[config.mk]
export PLATFORM = sky130hd
export DESIGN_NAME = pms_front
export DESIGN_NICKNAME = d
export VERILOG_FILES = /design/src/rtl/pms_pkg.sv /design/src/rtl/pms_front.sv
export SDC_FILE = /design/constraint.sdc
export NUM_CORES = 1
export LEC_CHECK = 0
export BUFFER_PORTS_ARGS = -buffer_cell sky130_fd_sc_hd__buf_2
export CAP_MARGIN = 20
export CORE_UTILIZATION = 52
export CTS_CLUSTER_DIAMETER = 50
export DETAILED_ROUTE_END_ITERATION = 7
export GPL_ROUTABILITY_DRIVEN = 0
export MAX_ROUTING_LAYER = met4
export PLACE_DENSITY = 0.86
export REMOVE_ABC_BUFFERS = 1
export SETUP_SLACK_MARGIN = 0.05
export SKIP_CTS_REPAIR_TIMING = 1
export SLEW_MARGIN = 25
export SYNTH_ARGS = -nofsm -noshare
export SYNTH_HDL_FRONTEND = slang
export SYNTH_SLANG_ARGS = --single-unit
[constraint.sdc]
create_clock -name clk -period 7.7 [get_ports clk]
set_clock_uncertainty 0.2 [all_clocks]
set_input_delay 1.54 -clock clk [delete_from_list [all_inputs] [get_ports clk]]
set_output_delay 1.54 -clock clk [all_outputs]
set_load 0.02 [all_outputs]
[src/rtl/pms_pkg.sv]
`timescale 1ns / 1ps
// ----------------------------------------------------------------------------
// pms_pkg: shared types and constants of the particle motion step block
// Word formats, item structs, register indexes and saturation helpers.
// ----------------------------------------------------------------------------
package pms_pkg;

	localparam int WORD_W     = 32;
	localparam int FRAC_W     = 16;
	localparam int WIDE_W     = 56;
	localparam int PROD_W     = 2 * WORD_W;
	localparam int ROOT_W     = WORD_W;
	localparam int QUO_W      = 52;
	localparam int FMAG_W     = 35;
	localparam int EDGE_W     = 36;
	localparam int DIV_STEPS  = PROD_W;
	localparam int DIV_CNT_W  = $clog2(DIV_STEPS);
	localparam int SQRT_STEPS = ROOT_W;
	localparam int SQRT_CNT_W = $clog2(SQRT_STEPS);
	localparam int QDEPTH     = 2;
	localparam int QPTR_W     = $clog2(QDEPTH);
	localparam int CFG_DATA_W = 31;
	localparam int CFG_IDX_W  = 3;
	localparam int SPRING_GAIN = 10;

	localparam logic [1:0] MODE_FORCE = 2'd0;
	localparam logic [1:0] MODE_TICK  = 2'd1;
	localparam logic [1:0] MODE_LOAD  = 2'd2;

	localparam logic [1:0] BOUND_WRAP   = 2'd0;
	localparam logic [1:0] BOUND_BOUNCE = 2'd1;
	localparam logic [1:0] BOUND_SPRING = 2'd2;

	localparam logic [CFG_IDX_W-1:0] REG_BOUND_MODE   = 3'd0;
	localparam logic [CFG_IDX_W-1:0] REG_MAX_SPEED    = 3'd1;
	localparam logic [CFG_IDX_W-1:0] REG_DECAY_FACTOR = 3'd2;
	localparam logic [CFG_IDX_W-1:0] REG_EDGE_RADIUS  = 3'd3;
	localparam logic [CFG_IDX_W-1:0] REG_FIELD_WIDTH  = 3'd4;
	localparam logic [CFG_IDX_W-1:0] REG_FIELD_HEIGHT = 3'd5;
	localparam logic [CFG_IDX_W-1:0] REG_BODY_WEIGHT  = 3'd6;

	typedef logic signed [WORD_W-1:0] word_t;

	typedef struct packed {
		logic [1:0] mode;
		word_t      value_x;
		word_t      value_y;
		word_t      load_vel_x;
		word_t      load_vel_y;
	} in_item_t;

	typedef struct packed {
		word_t pos_x;
		word_t pos_y;
		word_t vel_x;
		word_t vel_y;
	} out_item_t;

	typedef enum logic [1:0] {
		OP_FORCE = 2'd0,
		OP_TICK  = 2'd1,
		OP_LOAD  = 2'd2
	} op_t;

	typedef struct packed {
		op_t   op;
		word_t value_x;
		word_t value_y;
		word_t load_vel_x;
		word_t load_vel_y;
	} work_item_t;

	typedef struct packed {
		logic [1:0]  bound_mode;
		logic [30:0] max_speed;
		logic [16:0] decay_factor;
		logic [9:0]  edge_radius;
		logic [12:0] field_width;
		logic [12:0] field_height;
		logic [30:0] body_weight;
	} cfg_t;

	// Clamp a wide signed value to the signed word range.
	function automatic word_t sat_word(input logic signed [WIDE_W-1:0] v);
		logic same;
		same = (v[WIDE_W-1:WORD_W-1] == '0) || (v[WIDE_W-1:WORD_W-1] == '1);
		if (same) begin
			return $signed(v[WORD_W-1:0]);
		end else if (v[WIDE_W-1]) begin
			return $signed({1'b1, {(WORD_W-1){1'b0}}});
		end else begin
			return $signed({1'b0, {(WORD_W-1){1'b1}}});
		end
	endfunction

	// Magnitude of a signed word, exact for the most negative value.
	function automatic logic [WORD_W-1:0] magn(input word_t v);
		logic [WORD_W-1:0] m;
		m = v;
		return v[WORD_W-1] ? (~m + 1'b1) : m;
	endfunction

endpackage

[src/rtl/pms_front.sv]
`timescale 1ns / 1ps
// ----------------------------------------------------------------------------
// pms_front: request intake
// Accepts requests, classifies the mode, drops unknown modes and queues work.
// ----------------------------------------------------------------------------
module pms_front import pms_pkg::*; (
	input  logic       clk,
	input  logic       arst_n,
	input  logic       in_valid,
	output logic       in_ready,
	input  in_item_t   in_item,
	output logic       q_valid,
	input  logic       q_pop,
	output work_item_t q_entry
);

	work_item_t        slot_q [QDEPTH];
	logic [QPTR_W-1:0] wr_q;
	logic [QPTR_W-1:0] rd_q;
	logic [QPTR_W:0]   cnt_q;
	logic              keep;
	op_t               op;
	logic              push;
	logic              pop;

	always_comb begin
		keep = 1'b1;
		op   = OP_FORCE;
		unique case (in_item.mode)
			MODE_FORCE: op = OP_FORCE;
			MODE_TICK:  op = OP_TICK;
			MODE_LOAD:  op = OP_LOAD;
			default:    keep = 1'b0;
		endcase
	end

	assign in_ready = (cnt_q != (QPTR_W+1)'(QDEPTH));
	assign q_valid  = (cnt_q != '0);
	assign q_entry  = slot_q[rd_q];
	assign push     = in_valid && in_ready && keep;
	assign pop      = q_pop && q_valid;

	always_ff @(posedge clk or negedge arst_n) begin
		if (!arst_n) begin
			wr_q  <= '0;
			rd_q  <= '0;
			cnt_q <= '0;
		end else begin
			if (push) begin
				wr_q <= wr_q + 1'b1;
			end
			if (pop) begin
				rd_q <= rd_q + 1'b1;
			end
			if (push && !pop) begin
				cnt_q <= cnt_q + 1'b1;
			end else if (pop && !push) begin
				cnt_q <= cnt_q - 1'b1;
			end
		end
	end

	always_ff @(posedge clk) begin
		if (push) begin
			slot_q[wr_q] <= '{op: op, value_x: in_item.value_x, value_y: in_item.value_y,
				load_vel_x: in_item.load_vel_x, load_vel_y: in_item.load_vel_y};
		end
	end

endmodule

# ---- Word level (Yosys, flattened, before mapping)
# Memories as Yosys holds them, arrays and structs flattened.
# Cells that the tools add are included.
dict set report op_classes {
  n_addsub 4
  n_eq_ne 3
  n_reduce_logical 11
  muxes 6
}
# cell n
set op_table {}
lappend op_table {{$logic_and 1x1->1} 5}
lappend op_table {{$mux 2} 2}
lappend op_table {{$pmux 2 s2} 1}
lappend op_table {{$reduce_bool 2->1} 2}
lappend op_table {{$mux 1} 3}
lappend op_table {{$reduce_or 3->1} 1}
lappend op_table {{$add 1x1->1 const B} 2}
lappend op_table {{$add 2x1->2 const B} 1}
lappend op_table {{$eq 2x1->1 const B} 1}
lappend op_table {{$eq 2x2->1 const B} 1}
lappend op_table {{$logic_not 1->1} 2}
lappend op_table {{$logic_not 2->1} 1}
lappend op_table {{$ne 2x2->1 const B} 1}
lappend op_table {{$sub 2x1->2 const B} 1}
dict set report totals {
  ram_bits 260
  elab_cells 28
  memories 1
  out_inout_bits 132
  ff_bits 4
  input_bits 134
}
# name words word_bits rd rd_ports_with_merged_regs wr line_no
set mem_list {}
lappend mem_list {slot_q 2 130 1 0 1 pms_front.sv:17} ;# work_item_t slot_q [QDEPTH];

# ---- Longest topological paths before layout
dict set report logic_depth {
  depth_word 8
  ltp_mapped 7
  depth_no_buf 7
}

# ---- Worst setup path after synthesis
# Ideal clock, no wire load.
dict set report synth_timing {
  path_type {input to register}
  start {input in_item[128] (netlist bit)}
  end {memory slot_q[0][0] (netlist bit) (enable)}
  path_buffers 0
  required_ps 6879
  setup_ps 621
  path_stages 3
  path_slack_ps -281
  t_arrival_ps 7160
  path_cell_list {nand2_1 -> nand3_1 -> nor2_1}
}
dict set report synth_via {
  elab_chain_cells 6
  elab_cells_between_ends 8
}
# element line_no
set synth_rtl {}
lappend synth_rtl {{start: declaration} pms_front.sv:11} ;# input in_item_t in_item,
lappend synth_rtl {{$eq 2x2->1 (tied with other cells)} pms_front.sv:29} ;# unique case (in_item.mode)
lappend synth_rtl {{$reduce_or 3->1 (no line) *} -}
lappend synth_rtl {{$mux 1 *} pms_front.sv:29}
lappend synth_rtl {{$logic_and 1x1->1 *} pms_front.sv:40} ;# assign push = in_valid && in_ready && keep;
lappend synth_rtl {{$mux 1 *} pms_front.sv:64} ;# if (push) begin
lappend synth_rtl {{$mux 1 (not written as such) *} pms_front.sv:65} ;# slot_q[wr_q] <= '{op: op, value_x: in_item.value_x, value_y: in_item.value_y,
lappend synth_rtl {{end: declaration} pms_front.sv:17}
# Mark *: on every way between the ends. The rest lies on a longest branch, timed or not.

==> results.json <==
{
  "port_buffers": 265,
  "pwr_density_cell_mw_per_mm2": 387,
  "first_iter_violations": 212,
  "ys_types": 17,
  "yosys.area.top_type": "edfxtp_1",
  "die_h_um": 140,
  "hold_depth": 1,
  "worstSetupPathType": "flop to primary output",
  "cts.sink_count": 264,
  "root_buffer": "clkbuf_16",
  "grt_pass1_wl_um": 26600,
  "status": "completed",
  "grt_pass1_vias": 5200,
  "totalWireLength_um": 17600,
  "drtPass1Iterations": 4,
  "slew_viol_final": 0,
  "synth.area.top_cells": "edfxtp_1 78%, mux2_4 14%, mux2_2 4.5%",
  "cp-end-kind": "primary output",
  "netlist_instances": 427,
  "cp_slowest_cell": "buf_6",
  "h-tree-depth": 1,
  "hold_viol": 0,
  "syn_area_per_cell_um2": 23.3,
  "p_leak_nw": 4.90,
  "cts_buffers": 27,
  "cp_slowest_stage_delay_ns": 0.55,
  "clock_latency_ns": 0.50,
  "cts_buffer_depth": 3,
  "path_clk_slew_ns": 0.06,
  "setup_violations": 0,
  "fp.dieW_um": 140,
  "crit_buf_inv": 2,
  "syn_to_final_growth_pct": 24.4,
  "drive_gt1_frac": 0.609,
  "wire_per_inst_um": 18.2,
  "path_max_fanout": 63,
  "fillers": 1261,
  "arrival_ns": 2.16,
  "core_area_mm2": 0.0188,
  "syn_area_mm2": 0.00997,
  "tightestPinTransition_ns": 0.901,
  "routed_via_density": 5.07,
  "layout_commonest_cell": "buf_2",
  "synth_warnings": 0,
  "rsz0062_at_grt": "no",
  "synth_seq_area_share": 0.793,
  "fmax_mhz": 256,
  "holdPathEnd": "cnt_q[0]",
  "cts_tree": "done",
  "start_util": 0.531,
  "row_count": 50,
  "max_slew_margin": 0.399,
  "fin_util": 0.661,
  "die_area_mm2": 0.0197,
  "hp-start": "cnt_q[0]",
  "fin_crit_ns": 3.90,
  "cp-start-kind": "flop",
  "crit_family": "buffers and inverters",
  "multi_input_area_mm2": 0.00192,
  "nets": 847,
  "finalCritPeriodShare": 0.507,
  "antenna_found_initial": 1,
  "postRouteAntennaNets": 0,
  "rr_worst_depth": 4,
  "grt_max_degree": 69,
  "path_cells": "buf_6, mux2_2, buf_2",
  "rr_startpoint": "cnt_q[0]",
  "hold_path_class": "flop to flop",
  "mostFrequentLayoutCells": "265 x buf_2, 260 x edfxtp_1, 90 x mux2_4, 40 x mux2_2, 27 x clkbuf_16",
  "drc": 0,
  "num_vias": 4901,
  "reg2reg_to": "slot_q[1][44]",
  "place_area_mm2": 0.0115,
  "rrSetupSlack_ns": 5.35,
  "final_cell_area_mm2": 0.0124,
  "vdd_drop_max_v": 0.000311,
  "grt_overflow": 0,
  "regArea_mm2": 0.00791,
  "drv_cap": 0,
  "ios": 266,
  "track_usage": 0.180,
  "critPathRequiredTime_ns": 5.96,
  "hpwl_um": 11500,
  "synth_top_cell_area_share": 0.783,
  "synth-seq-cells": 264
}
[cells by family after synthesis]
kind of cell | after synthesis | share of synthesized area
xor gates and xnor gates | 5 | 0.00439
adders and majority gates | 1 | 0.00125
buffers and inverters | 17 | 0.0156
DFF | 264 | 0.793
muxes | 130 | 0.181
and+or+nand+nor | 10 | 0.00489
[layout make-up]
class / count / share of cell area
repair buffers: 271 / 0.111
inverters: 2 / 0.000605
clock buffers: 28 / 0.0548
multi-input cells: 146 / 0.155
diodes: 2 / 0.000404
flip-flops and latches: 264 / 0.638
clock inverters: 20 / 0.0166
well taps: 234 / 0.0236
[worst max-delay path by stage]
stage	from	endpoint	slack, ns	cells after the start
2_1_floorplan	in_item[128]	slot_q[0][0]	-0.28	3
3_3_place_gp	rd_q	q_entry[110]	4.14	3
3_5_place_dp	rd_q	q_entry[6]	4.09	3
4_1_cts	rd_q	q_entry[6]	3.54	3
5_1_grt	rd_q	q_entry[6]	3.72	3
6_report	rd_q	q_entry[117]	3.80	3
[registers in the layout, summed over array words and instances, names as in the netlist]
register,count
cnt_q,2
rd_q,1
slot_q,260
wr_q,1
[through the flow]
stage | setup TNS (ns) | worst slack, ns | hold slack (ns) | power (mW) | instances
after detailed placement | 0 | 4.09 | 0.309 | 3.58 | 917
after floorplan | -73.06 | -0.281 | 0.256 | 3.28 | 412
after CTS | 0 | 3.54 | 0.362 | 4.87 | 965
after global routing | 0 | 3.72 | 0.366 | 5.00 | 966
final | 0 | 3.80 | 0.360 | 4.81 | 967
after global placement | 0 | 4.14 | 0.271 | 3.53 | 917
[power breakdown]
group,total [mW],internal [mW],switching (mW)
combinational,1.58,0.673,0.904
sequential,1.96,1.89,0.0684
clock,1.27,0.773,0.500
[cell usage after synthesis, drive strengths merged]
cell      n
buf      15
ha        1
nand2b    1
nor2      3
edfxtp  260
nand2     2
xnor2     3
nand3     1
dfrtp     4
or2       1
nor2b     2
xor2      2
mux2    130
inv       2
[per-layer routing]
layer,wire length [um],vias up,part of all wire,global-route usage
met4,446,0,0.025,0.0578
met2,9070,192,0.51,0.311
met1,6860,2404,0.39,0.209
met3,1240,34,0.070,0.0427
met5,0,-,0,-
li1,-,2271,-,-
Note: power is estimated with default switching activity, not from simulation.
